$ cat src/rtl/b64e_pkg.sv
// ----------------------------------------------------------------------------
// b64e_pkg
// shared types, constants and the sextet-to-character mapping of the
// base64 stream encoder
// ----------------------------------------------------------------------------
package b64e_pkg;

  localparam int unsigned CHAR_W     = 7;
  localparam int unsigned MAX_CHARS  = 4;
  localparam int unsigned IDX_W      = 2;
  localparam int unsigned QDEPTH     = 2;
  localparam int unsigned QPTR_W     = 1;
  localparam int unsigned QCNT_W     = 2;

  localparam logic [CHAR_W-1:0] PAD_CHAR = 7'h3D;

  typedef logic [CHAR_W-1:0] b64e_char_t;

  // one accepted byte worth of output characters
  typedef struct packed {
    b64e_char_t [MAX_CHARS-1:0] chars;
    logic [IDX_W-1:0]           last_idx;
    logic                       msg_end;
  } b64e_entry_t;

  typedef struct packed {
    logic        valid;
    b64e_entry_t entry;
  } b64e_push_t;

  typedef struct packed {
    logic        valid;
    b64e_entry_t entry;
  } b64e_head_t;

  function automatic b64e_char_t sextet_char(input logic [5:0] v);
    b64e_char_t ch;
    ch = '0;
    if (v < 6'd26) begin
      ch = 7'h41 + {1'b0, v};
    end else if (v < 6'd52) begin
      ch = 7'h61 + {1'b0, v} - 7'd26;
    end else if (v < 6'd62) begin
      ch = 7'h30 + {1'b0, v} - 7'd52;
    end else if (v == 6'd62) begin
      ch = 7'h2B;
    end else begin
      ch = 7'h2F;
    end
    return ch;
  endfunction

endpackage

$ cat src/rtl/b64e_front.sv
// ----------------------------------------------------------------------------
// b64e_front
// accepts raw bytes, tracks leftover bits and group phase, and builds the
// character list that each byte produces
// ----------------------------------------------------------------------------
module b64e_front
  import b64e_pkg::*;
(
  input  logic       clk,
  input  logic       rst_n,
  input  logic       accept,
  input  logic [7:0] data_byte,
  input  logic       message_last,
  output b64e_push_t push
);

  logic [3:0] leftover_bits_r, leftover_bits_nxt;
  logic [2:0] leftover_count_r, leftover_count_nxt;
  logic [1:0] group_phase_r, group_phase_nxt;

  b64e_char_t c0, c1, flush_char;
  logic [2:0] k_base, k_tot, pads, n_tot;
  logic [1:0] phase_after;
  logic [3:0] rem_bits;
  logic [2:0] rem_count;
  logic       do_flush;

  always_comb begin
    c0        = sextet_char(data_byte[7:2]);
    c1        = PAD_CHAR;
    k_base    = 3'd1;
    rem_bits  = {2'b00, data_byte[1:0]};
    rem_count = 3'd2;
    case (leftover_count_r)
      3'd2: begin
        c0        = sextet_char({leftover_bits_r[1:0], data_byte[7:4]});
        rem_bits  = data_byte[3:0];
        rem_count = 3'd4;
      end
      3'd4: begin
        c0        = sextet_char({leftover_bits_r[3:0], data_byte[7:6]});
        c1        = sextet_char(data_byte[5:0]);
        k_base    = 3'd2;
        rem_bits  = 4'd0;
        rem_count = 3'd0;
      end
      default: begin
      end
    endcase

    // leftover bits zero-padded on the right
    flush_char = (rem_count == 3'd4) ? sextet_char({rem_bits, 2'b00})
                                     : sextet_char({rem_bits[1:0], 4'b0000});
    do_flush   = message_last && (rem_count != 3'd0);
    k_tot      = k_base + {2'b00, do_flush};

    phase_after = group_phase_r + k_tot[1:0];
    pads        = (phase_after == 2'd0) ? 3'd0 : 3'd4 - {1'b0, phase_after};
    n_tot       = message_last ? k_tot + pads : k_base;
    if (n_tot > 3'd4) begin
      n_tot = 3'd4;
    end

    push.valid          = accept;
    push.entry.chars[0] = c0;
    push.entry.chars[1] = (k_base == 3'd2) ? c1 : (do_flush ? flush_char : PAD_CHAR);
    push.entry.chars[2] = PAD_CHAR;
    push.entry.chars[3] = PAD_CHAR;
    push.entry.last_idx = IDX_W'(n_tot - 3'd1);
    push.entry.msg_end  = message_last;

    leftover_bits_nxt  = leftover_bits_r;
    leftover_count_nxt = leftover_count_r;
    group_phase_nxt    = group_phase_r;
    if (accept) begin
      if (message_last) begin
        leftover_bits_nxt  = '0;
        leftover_count_nxt = '0;
        group_phase_nxt    = '0;
      end else begin
        leftover_bits_nxt  = rem_bits;
        leftover_count_nxt = rem_count;
        group_phase_nxt    = group_phase_r + k_base[1:0];
      end
    end
  end

  always_ff @(posedge clk) begin
    if (!rst_n) begin
      leftover_bits_r  <= '0;
      leftover_count_r <= '0;
      group_phase_r    <= '0;
    end else begin
      leftover_bits_r  <= leftover_bits_nxt;
      leftover_count_r <= leftover_count_nxt;
      group_phase_r    <= group_phase_nxt;
    end
  end

endmodule

$ cat src/rtl/b64e_queue.sv
// ----------------------------------------------------------------------------
// b64e_queue
// two-entry queue of character lists between front and back
// ----------------------------------------------------------------------------
module b64e_queue
  import b64e_pkg::*;
(
  input  logic       clk,
  input  logic       rst_n,
  input  b64e_push_t push,
  input  logic       pop,
  output logic       full,
  output b64e_head_t head
);

  b64e_entry_t              mem_r [QDEPTH];
  logic [QPTR_W-1:0]        wr_ptr_r, wr_ptr_nxt;
  logic [QPTR_W-1:0]        rd_ptr_r, rd_ptr_nxt;
  logic [QCNT_W-1:0]        count_r, count_nxt;

  assign full       = (count_r == QCNT_W'(QDEPTH));
  assign head.valid = (count_r != '0);
  assign head.entry = mem_r[rd_ptr_r];

  always_comb begin
    wr_ptr_nxt = wr_ptr_r;
    rd_ptr_nxt = rd_ptr_r;
    count_nxt  = count_r;
    if (push.valid) begin
      wr_ptr_nxt = wr_ptr_r + 1'b1;
    end
    if (pop) begin
      rd_ptr_nxt = rd_ptr_r + 1'b1;
    end
    case ({push.valid, pop})
      2'b10:   count_nxt = count_r + 1'b1;
      2'b01:   count_nxt = count_r - 1'b1;
      default: count_nxt = count_r;
    endcase
  end

  always_ff @(posedge clk) begin
    if (push.valid) begin
      mem_r[wr_ptr_r] <= push.entry;
    end
  end

  always_ff @(posedge clk) begin
    if (!rst_n) begin
      wr_ptr_r <= '0;
      rd_ptr_r <= '0;
      count_r  <= '0;
    end else begin
      wr_ptr_r <= wr_ptr_nxt;
      rd_ptr_r <= rd_ptr_nxt;
      count_r  <= count_nxt;
    end
  end

endmodule

$ cat src/rtl/b64e_back.sv
// ----------------------------------------------------------------------------
// b64e_back
// walks the queued character list one character per cycle into the
// output register while that register is empty or being taken
// ----------------------------------------------------------------------------
module b64e_back
  import b64e_pkg::*;
(
  input  logic       clk,
  input  logic       rst_n,
  input  b64e_head_t head,
  output logic       pop,
  input  logic       out_ready,
  output logic       out_valid,
  output b64e_char_t out_char,
  output logic       out_run_last,
  output logic       out_msg_end
);

  logic [IDX_W-1:0] idx_r, idx_nxt;
  logic             valid_r, valid_nxt;
  b64e_char_t       char_r, char_nxt;
  logic             run_last_r, run_last_nxt;
  logic             msg_end_r, msg_end_nxt;
  logic             load, at_last;

  assign load    = head.valid && (!valid_r || out_ready);
  assign at_last = (idx_r == head.entry.last_idx);
  assign pop     = load && at_last;

  always_comb begin
    idx_nxt      = idx_r;
    valid_nxt    = valid_r;
    char_nxt     = char_r;
    run_last_nxt = run_last_r;
    msg_end_nxt  = msg_end_r;
    if (load) begin
      valid_nxt    = 1'b1;
      char_nxt     = head.entry.chars[idx_r];
      run_last_nxt = at_last;
      msg_end_nxt  = at_last && head.entry.msg_end;
      idx_nxt      = at_last ? '0 : idx_r + 1'b1;
    end else if (out_ready) begin
      valid_nxt = 1'b0;
    end
  end

  always_ff @(posedge clk) begin
    if (!rst_n) begin
      idx_r   <= '0;
      valid_r <= 1'b0;
    end else begin
      idx_r   <= idx_nxt;
      valid_r <= valid_nxt;
    end
    char_r     <= char_nxt;
    run_last_r <= run_last_nxt;
    msg_end_r  <= msg_end_nxt;
  end

  assign out_valid    = valid_r;
  assign out_char     = char_r;
  assign out_run_last = run_last_r;
  assign out_msg_end  = msg_end_r;

endmodule

$ cat src/rtl/base64_stream_encoder.sv
// ----------------------------------------------------------------------------
// base64_stream_encoder
// byte stream to base64 character stream, with flush and '=' padding at
// the end of each message
// ----------------------------------------------------------------------------
//  channel | dir | tdata                  | tlast        | tuser
//  in_     | in  | [7:0] data_byte        | message_last | -
//  out_    | out | [6:0] out_char, [7] 0  | run_last     | message_end
//
//  one character leaves per cycle from the output register when not stalled;
//  a byte gives one or two characters, a last byte up to four
//  a byte is taken each cycle while the two-entry queue has room
//  reset clears leftover bits, group phase, queue and output valid
//  a stalled output holds its word; the front keeps taking bytes until the
//  queue fills
// ----------------------------------------------------------------------------
module base64_stream_encoder
  import b64e_pkg::*;
(
  input  logic       clk,
  input  logic       rst_n,
  input  logic       in_tvalid,
  output logic       in_tready,
  input  logic [7:0] in_tdata,   // [7:0] data_byte
  input  logic       in_tlast,
  output logic       out_tvalid,
  input  logic       out_tready,
  output logic [7:0] out_tdata,  // [6:0] out_char, [7] zero
  output logic       out_tlast,
  output logic       out_tuser   // [0] message_end
);

  b64e_push_t push;
  b64e_head_t head;
  logic       q_full, pop, accept;
  b64e_char_t out_char;

  assign in_tready = !q_full;
  assign accept    = in_tvalid && in_tready;

  b64e_front u_front (
    .clk          (clk),
    .rst_n        (rst_n),
    .accept       (accept),
    .data_byte    (in_tdata),
    .message_last (in_tlast),
    .push         (push)
  );

  b64e_queue u_queue (
    .clk   (clk),
    .rst_n (rst_n),
    .push  (push),
    .pop   (pop),
    .full  (q_full),
    .head  (head)
  );

  b64e_back u_back (
    .clk          (clk),
    .rst_n        (rst_n),
    .head         (head),
    .pop          (pop),
    .out_ready    (out_tready),
    .out_valid    (out_tvalid),
    .out_char     (out_char),
    .out_run_last (out_tlast),
    .out_msg_end  (out_tuser)
  );

  assign out_tdata = {1'b0, out_char};

endmodule

$ cat config.mk
export PLATFORM = sky130hd
export DESIGN_NAME = base64_stream_encoder
export DESIGN_NICKNAME = d
export VERILOG_FILES = /design/src/rtl/b64e_pkg.sv /design/src/rtl/b64e_front.sv /design/src/rtl/b64e_queue.sv /design/src/rtl/b64e_back.sv /design/src/rtl/base64_stream_encoder.sv
export SDC_FILE = /design/constraint.sdc
export NUM_CORES = 1
export LEC_CHECK = 0
export BUFFER_PORTS_ARGS = -buffer_cell sky130_fd_sc_hd__buf_4
export CAP_MARGIN = 30
export CORE_MARGIN = 10
export CORE_UTILIZATION = 50
export CTS_CLUSTER_DIAMETER = 120
export DETAILED_ROUTE_END_ITERATION = 16
export PLACE_DENSITY = 0.67
export REMOVE_ABC_BUFFERS = 1
export SYNTH_ARGS = -nofsm -noshare
export SYNTH_HDL_FRONTEND = slang
export SYNTH_HIERARCHICAL = 1
export SYNTH_SLANG_ARGS = --single-unit
$ cat constraint.sdc
create_clock -name clk -period 3.6 [get_ports clk]
set_input_delay 0.18 -clock clk [delete_from_list [all_inputs] [get_ports clk]]
set_output_delay 0.18 -clock clk [all_outputs]
set_load 0.05 [all_outputs]
# Word level (Yosys, flattened, before mapping)
# Memories as Yosys holds them, arrays and structs flattened. A register that Yosys moved wholly into a read port is not among the register bits.
# Cells that the tools add are included.
[classes]
n_lt_le_gt_ge = 20
n_reduce_logical = 13
eq_ne = 12
muxes = 46
add_sub_neg = 41
[ops]
columns = ["cell", "count"]
rows = [
  ["7-bit 2-to-1 mux", 23],
  ["7-bit by 6-bit adder with 7-bit output (first input constant)", 12],
  ["6-bit < comparator (second input constant)", 12],
  ["6-bit by 6-bit adder with 7-bit output (first input constant)", 6],
  ["7-bit by 5-bit subtractor with 7-bit output (second input constant)", 6],
  ["7-bit by 6-bit subtractor with 7-bit output (second input constant)", 6],
  ["6-bit by 5-bit < comparator with 1-bit output (second input constant)", 6],
  ["6-bit == test (second input constant)", 4],
  ["3-bit 2-to-1 mux", 7],
  ["7-bit binary-select mux with 2-bit select", 1],
  ["7-bit case mux with 2 select lines", 1],
  ["2-bit 2-to-1 mux", 4],
  ["4-bit case mux with 2 select lines", 1],
  ["2-bit == test (second input constant)", 3],
  ["3-bit == test (second input constant)", 2],
  ["1-bit 2-to-1 mux", 6],
  ["3-bit case mux with 2 select lines", 1],
  ["2-bit nonzero test", 3],
  ["1-bit logical AND", 5],
  ["2-bit by 1-bit adder with 2-bit output (second input constant)", 2],
  ["2-bit adder", 2],
  ["4-bit 2-to-1 mux", 1],
  ["2-bit case mux with 2 select lines", 1],
  ["2-bit by 1-bit subtractor with 2-bit output (second input constant)", 2],
  ["other kinds (13)", 15],
]
[totals]
wordCells = 144
n_memories = 1
out_inout_bits = 12
ramBits = 34
input_bits = 13
ff_bits = 25
[memory_table]
columns = ["name", "words", "width", "read_ports", "rd_ports_with_merged_regs", "write_ports", "line", "rtl"]
rows = [
  ["u_queue.mem_r", 2, 17, 1, 1, 1, "b64e_queue.sv:16", "b64e_entry_t mem_r [QDEPTH];"],
]

# Logic depth before layout (Yosys ltp)
# Gate-level depths: netlist of the first run.
[depth]
word_depth = 13
ltp_mapped = 11
depth_no_buf = 10

# Cells and area by module
# Netlist of the first run, hierarchy kept.
[modules_own_cells]
columns = ["mod", "seq_area_each_um2", "instances", "cells_each", "area_each_um2"]
rows = [
  ["b64e_front", 160.2, 1, 362, 2538.7],
  ["b64e_queue", 1961.9, 1, 118, 2444.8],
  ["b64e_back", 330.3, 1, 40, 653.1],
  ["base64_stream_encoder", 0.0, 1, 4, 21.3],
]

# Least setup slack after synthesis of the first run
# Ideal clock, no wire load.
[synth_path]
kind = "register -> register"
start = "register u_queue.count_r[0]"
end = "memory u_queue/mem_r[0][0] (netlist bit) (enable)"
path_buffers = 1
setup_time_ns = 0.421
required_time_ns = 3.179
path_slack_ns = 0.867
path_stages_with_launch = 6
synth_period_minus_slack_ns = 2.733
arrival_time_ns = 2.312
cell_sequence = "dfxtp_1 > and2b_2 > nor2b_1 > buf_4 > inv_1 > nor2_1"
[synth_between]
elab_chain_cells = 5
[synth_rtl]
columns = ["element", "line", "rtl"]
rows = [
  ["start, declared", "b64e_queue.sv:19", "logic [QCNT_W-1:0] count_r, count_nxt;"],
  ["start signal, assigned", "b64e_queue.sv:56", "count_r <= count_nxt;"],
  ["2-bit == test", "b64e_queue.sv:21", "assign full = (count_r == QCNT_W'(QDEPTH));"],
  ["net q_full", "base64_stream_encoder.sv:35", "logic q_full, pop, accept;"],
  ["1-bit logical NOT", "base64_stream_encoder.sv:38", "assign in_tready = !q_full;"],
  ["1-bit logical AND", "base64_stream_encoder.sv:39", "assign accept = in_tvalid && in_tready;"],
  ["net accept", "base64_stream_encoder.sv:35", ""],
  ["1-bit 2-to-1 mux", "b64e_queue.sv:43", "if (push.valid) begin"],
  ["1-bit 2-to-1 mux (not written as such)", "b64e_queue.sv:44", "mem_r[wr_ptr_r] <= push.entry;"],
  ["end, declared", "b64e_queue.sv:16", ""],
]
# The timed path passes the listed nets, and every way through them passes these cells.

==> impl_metrics.py, run 1 <==
metrics = {
    "logic_synthesis": {
        "yosys.area_share.simple": 0.135,
        "synth-main-ff-cell": "edfxtp_1",
        "ys_top_cells_by_area": "edfxtp_1 38%, mux2_2 6.6%, ha_1 6.4%",
        "synth_xor_area_frac": 0.0323,
        "syn_inst": 524,
        "avgSynthCellArea_um2": 10.8,
        "synth_compound_area_frac": 0.158,
        "yosysTopAreaCellShare": 0.377,
        "yosys_warnings": 6,
        "synth_top_family_by_area": "compound AO/OA/AOI/OAI gates",
        "synth_enable_flop_cells": 71,
        "synth_fa_ha_area_frac": 0.0641,
        "ys_types": 78,
        "synth_area_um2": 5660,
        "ys_seq_elements": 87,
        "synth_mux_area_frac": 0.102,
        "yosys.area.top_type": "edfxtp_1",
        "async_reset_ff_frac": 0,
        "synth_seq_area_share": 0.433,
    },
    "routing": {
        "vias": 4022,
        "first_iter_violations": 395,
        "via_per_inst": 5.99,
        "dr.pass1.iters": 5,
        "wl_per_cell_um": 17.6,
        "drcViolationCount": 0,
        "routed_wl_um": 11800,
        "ant_nets": 0,
    },
    "power": {
        "power.total_mw": 3.59,
        "power_per_cell_area_nw_per_um2": 589,
        "p_seq_frac": 0.399,
        "peakVddDrop_v": 0.000408,
        "clkPwrFrac": 0.266,
        "switching_share": 0.322,
        "combPwrFrac": 0.335,
        "p_sw_mw": 1.16,
        "leakage_nw": 2.20,
        "intPower_mw": 2.43,
    },
    "cells_and_area": {
        "area_growth_pct": 7.63,
        "drive_gt1_frac": 0.188,
        "nFillCells": 954,
        "antenna_cells": 0,
        "num-nets-final": 569,
    },
    "clocking": {
        "cts_setup_buffers": 0,
        "cts_made_buffers": 9,
        "clock_latency_ns": 0.33,
        "ctsRootBufferMaster": "clkbuf_16",
        "cts_sinks": 87,
        "hold_buffers": 0,
        "cts_max_level": 3,
        "clock_path_buffers": 2,
        "cts_resized": 0,
        "cts_tree": "yes",
        "clk_pin_slew_ns": 0.06,
    },
    "placement": {
        "dp_hpwl_um": 8340,
        "io_buffers": 23,
        "gp_congestion": 0.938,
    },
    "global_routing": {
        "grt_use_total": 0.144,
        "grt_pass1_vias": 3877,
        "top_usage_layer": "met2",
        "use_met1": 0.184,
        "grt_pass1_wl_um": 19200,
        "met2_usage": 0.238,
        "grt_max_degree": 33,
        "overflow": 0,
        "antenna_found_initial": 0,
        "grtUsageMet3": 0.0225,
    },
    "sta": {
        "max_freq_mhz": 347,
        "skew_ns": 0.00477,
        "grt_setup_unrepaired": "false",
        "max-slew-margin-rel": 0.540,
        "setup_violations": 0,
        "slew_viol_final": 0,
        "finalCritPeriodShare": 0.801,
        "fin_setup_tns_ns": 0,
        "post-route-min-period_ns": 2.88,
        "finalHoldViolCount": 0,
        "worst_pin_slew_ns": 0.689,
    },
    "floorplan": {
        "core_um2": 10900,
        "dieArea_um2": 16000,
        "chipHeight_um": 126,
        "num_rows": 38,
        "fp.dieW_um": 126,
        "initial_core_util": 0.517,
        "ios": 25,
    },
    "critical_path": {
        "path_max_fanout": 19,
        "path_class": "reg -> reg",
        "end_kind": "flop",
        "cp.arrival_ns": 3.04,
        "cp.required_ns": 3.76,
        "start_kind": "flop",
    },
    "run_status": {
        "status": "completed",
    },
    "job": {
        "drv_cap": 0,
    },
    "worst_hold_path": {
        "hp-class": "in -> reg",
    },
}
per-layer routing:
metal	wire, um	share of wire	vias to the layer above
met3	678	0.057	24
met1	5080	0.43	1929
met2	5750	0.49	147
met5	0	0	-
li1	-	-	1922
met4	295	0.025	0
cell type report:
type	instances	area [um2]	area share
sequential	87	2450	0.403
inverter	28	105	0.0173
timing repair buffer	27	203	0.0333
clock buffer	10	229	0.0376
clock inverter	6	85.1	0.0140
tap	140	175	0.0288
multi-input combinational	374	2840	0.466
cells in the mapped netlist (all sizes together) (3+ instances only):
cell	count
edfxtp	71
buf	40
mux2	35
a21oi	30
nand2	30
ha	29
inv	28
o21ai	22
nor2	17
dfxtp	16
nand2b	16
and2	15
nand3	15
xnor2	15
nor3	13
a31oi	10
nor2b	8
a211oi	7
a21boi	7
clkbuf	7
mux4	7
a211o	6
nand4	6
o211ai	6
o22ai	5
xor2	5
a21o	4
a32oi	4
nand3b	4
o311ai	4
conb	3
nand4b	3
power by group through the flow:
stage | clock network [mW] | registers [mW] | logic, mW
2_1_floorplan | 0 | 1.68 | 0.642
3_3_place_gp | 0 | 1.44 | 1.19
3_5_place_dp | 0 | 1.46 | 1.21
4_1_cts | 0.975 | 1.44 | 1.21
5_1_grt | 1.02 | 1.45 | 1.30
6_report | 0.954 | 1.43 | 1.20
worst max-delay path: stages (launching register included):
cell and delay [ns]:
dfxtp_1 0.36, inv_1 0.07, ha_1 0.52, o21ai_0 0.56, inv_1 0.10, ha_1 0.25
a21oi_1 0.19, nand2b_1 0.15, nor3_1 0.06, a211o_1 0.27, a2bb2oi_1 0.17
final timing paths:
path | startpoint | endpoint | slack, ns | cells past startpoint
setup / recovery | u_front/leftover_count_r[1]$_SDFFE_PN0P_ | u_queue/mem_r[0][13]$_DFFE_PP_ | 0.72 | 10
hold / removal | in_tlast | u_queue/mem_r[0][0]$_DFFE_PP_ | 0.13 | 1
setup reg to reg | u_front/leftover_count_r[1]$_SDFFE_PN0P_ | u_queue/mem_r[0][13]$_DFFE_PP_ | 0.72 | 10
hold reg to reg | u_queue/count_r[1]$_SDFFE_PN0P_ | u_queue/count_r[1]$_SDFFE_PN0P_ | 0.50 | 2
stage by stage:
stage / util / instances / hold slack, ns / instance area [um2] / setup WS, ns
finish: 0.557 / 672 / 0.128 / 6090 / 0.715
global route: 0.557 / 672 / 0.127 / 6090 / 0.440
CTS: 0.557 / 672 / 0.120 / 6090 / 0.743
detailed placement: 0.528 / 656 / 0.463 / 5780 / 0.776
global placement: 0.528 / 656 / 0.456 / 5780 / 0.901
floorplan: - / 489 / 0.279 / 5400 / 0.646
state kept, by name, indices dropped and copies added, names as in the netlist, 2 cells and up, named ones only:
register / flops
u_queue/count_r: 2
u_front/leftover_count_r: 2
u_back/idx_r: 2
u_front/leftover_bits_r: 4
u_front/group_phase_r: 2
u_back/out_char: 7
u_queue/mem_r: 62
logic make-up after synthesis:
kind of cell / count (synthesis)
XOR/XNOR: 20
multiplexers: 44
AO/OA/AOI/OAI: 128
flip-flops: 87
adder cells (fa/ha/maj): 29
other: 3
buffers and inverters: 75
AND/OR/NAND/NOR: 138
cell usage in the layout (no fill, tap or decap), types with 5 or more instances in the layout:
| cell | count |
|---|---|
| buf_4 | 27 |
| a31oi_1 | 10 |
| o21ai_0 | 22 |
| mux2_2 | 33 |
| and2_1 | 15 |
| nor2b_1 | 8 |
| dfxtp_1 | 16 |
| a21oi_1 | 26 |
| nand4_1 | 6 |
| edfxtp_1 | 71 |
| conb_1 | 15 |
| ha_1 | 29 |
| nand2b_1 | 15 |
| a211oi_1 | 7 |
| nor3_1 | 10 |
| nand3_1 | 15 |
| a211o_1 | 6 |
| nand2_1 | 29 |
| mux4_2 | 5 |
| o211ai_1 | 6 |
| nor2_1 | 15 |
| a21boi_0 | 6 |
| clkbuf_16 | 9 |
| xnor2_1 | 15 |
| inv_1 | 26 |
Power figures use the tool's default switching activity.
==> inputs of run 2 (changes only) <==
- clock period: 3.6 -> 2.99 ns (I/O delays scaled with it)
==> impl_metrics.py, run 2 (synthesized netlist as in run 1, its figures left out) <==
metrics = {
    "clocking": {
        "clock_latency_ns": 0.33,
        "cts_made_buffers": 9,
        "cts_tree": "yes",
        "cts_resized": 0,
        "ctsRootBufferMaster": "clkbuf_16",
        "cts_max_level": 3,
        "cts_sinks": 87,
        "hold_buffers": 0,
        "clock_path_buffers": 2,
        "cts_setup_buffers": 0,
        "clk_pin_slew_ns": 0.06,
    },
    "floorplan": {
        "ios": 25,
        "dieArea_um2": 16000,
        "num_rows": 38,
        "core_um2": 10900,
        "initial_core_util": 0.517,
        "chipHeight_um": 126,
        "fp.dieW_um": 126,
    },
    "sta": {
        "grt_setup_unrepaired": "false",
        "max-slew-margin-rel": 0.616,
        "setup_ws_ns": 0.443,
        "fin_setup_tns_ns": 0,
        "finalHoldViolCount": 0,
        "setup_violations": 0,
        "post-route-min-period_ns": 2.55,
        "worst_pin_slew_ns": 0.568,
        "skew_ns": 0.00459,
        "slew_viol_final": 0,
        "max_freq_mhz": 393,
        "finalCritPeriodShare": 0.852,
    },
    "critical_path": {
        "path_class": "reg -> reg",
        "path_max_fanout": 5,
        "cp.required_ns": 3.06,
        "cp.arrival_ns": 2.62,
        "reg2regPathDepth": 10,
        "start_kind": "flop",
        "end_kind": "flop",
    },
    "cells_and_area": {
        "regMostFlops": "u_queue/mem_r",
        "area_growth_pct": 7.94,
        "layout_commonest_cell": "edfxtp_1",
        "nFillCells": 967,
        "num-nets-final": 577,
        "antenna_cells": 0,
        "drive_gt1_frac": 0.194,
        "mostFrequentLayoutCells": "71 x edfxtp_1, 35 x buf_4, 33 x mux2_2",
        "largest_register_ffs": 62,
    },
    "run_status": {
        "status": "completed",
    },
    "global_routing": {
        "grt_pass1_vias": 4017,
        "grt_max_degree": 33,
        "grt_pass1_wl_um": 19900,
        "grt_use_total": 0.150,
        "overflow": 0,
        "antenna_found_initial": 0,
    },
    "worst_hold_path": {
        "hp-class": "in -> reg",
        "whs_path_depth": 1,
    },
    "routing": {
        "ant_nets": 0,
        "routed_wl_um": 12100,
        "drcViolationCount": 0,
        "first_iter_violations": 289,
        "vias": 4011,
        "via_per_inst": 5.90,
        "dr.pass1.iters": 4,
        "wl_per_cell_um": 17.9,
    },
    "power": {
        "peakVddDrop_v": 0.000636,
        "power_per_cell_area_nw_per_um2": 689,
        "leakage_nw": 2.23,
    },
    "placement": {
        "dp_hpwl_um": 8520,
        "gp_congestion": 0.861,
        "io_buffers": 23,
        "pre_cts_ws_ns": 0.438,
    },
    "job": {
        "drv_cap": 0,
    },
}
run 2: final cells by class:
class | instances | area, um2 | share of cell area
Sequential cell | 87 | 2450 | 0.402
Multi-Input combinational cell | 374 | 2840 | 0.465
Clock buffer | 16 | 272 | 0.0445
Tap cell | 140 | 175 | 0.0287
Timing Repair Buffer | 35 | 263 | 0.0430
Inverter | 28 | 105 | 0.0172
run 2: per-layer routing:
layer,vias up,GRT usage,routed length [um]
li1,1927,-,-
met1,1936,0.180,5220
met2,124,0.259,6100
met3,24,0.0275,539
met4,0,0.0583,277
met5,-,0,0
run 2: critical path: stages, from the launching register on:
cell and delay (ns):
dfxtp_1 0.35, inv_1 0.07, ha_1 0.21, nor2_1 0.30
ha_1 0.31, xor2_1 0.18, xnor2_1 0.15, xnor2_1 0.14
ha_1 0.25, a21oi_1 0.19, a21boi_0 0.13
run 2: metrics by stage:
stage | utilization | instances | hold WS [ns] | cell area [um2] | total power [mW]
final | 0.558 | 680 | 0.0874 | 6110 | 4.21
after global routing | 0.558 | 680 | 0.0825 | 6110 | 4.44
after CTS | 0.558 | 680 | 0.0809 | 6110 | 4.26
after detailed placement | 0.534 | 664 | 0.432 | 5840 | 3.24
after global placement | 0.534 | 664 | 0.435 | 5840 | 3.20
after floorplan | - | 489 | 0.248 | 5400 | 2.79
run 2: worst paths after layout:
check	startpoint	endpoint	slack [ns]
max reg2reg	u_front/leftover_count_r[1]$_SDFFE_PN0P_	u_queue/mem_r[1][2]$_DFFE_PP_	0.44
min	in_tlast	u_queue/mem_r[0][0]$_DFFE_PP_	0.09
max	u_front/leftover_count_r[1]$_SDFFE_PN0P_	u_queue/mem_r[1][2]$_DFFE_PP_	0.44
min reg2reg	u_queue/count_r[1]$_SDFFE_PN0P_	u_queue/count_r[1]$_SDFFE_PN0P_	0.50
run 2: report_power, final:
group | total, mW | internal, mW | switching, mW
Combinational | 1.50 | 0.607 | 0.897
Sequential | 1.70 | 1.62 | 0.0890
Clock | 1.00 | 0.609 | 0.392
Total | 4.21 | 2.83 | 1.38
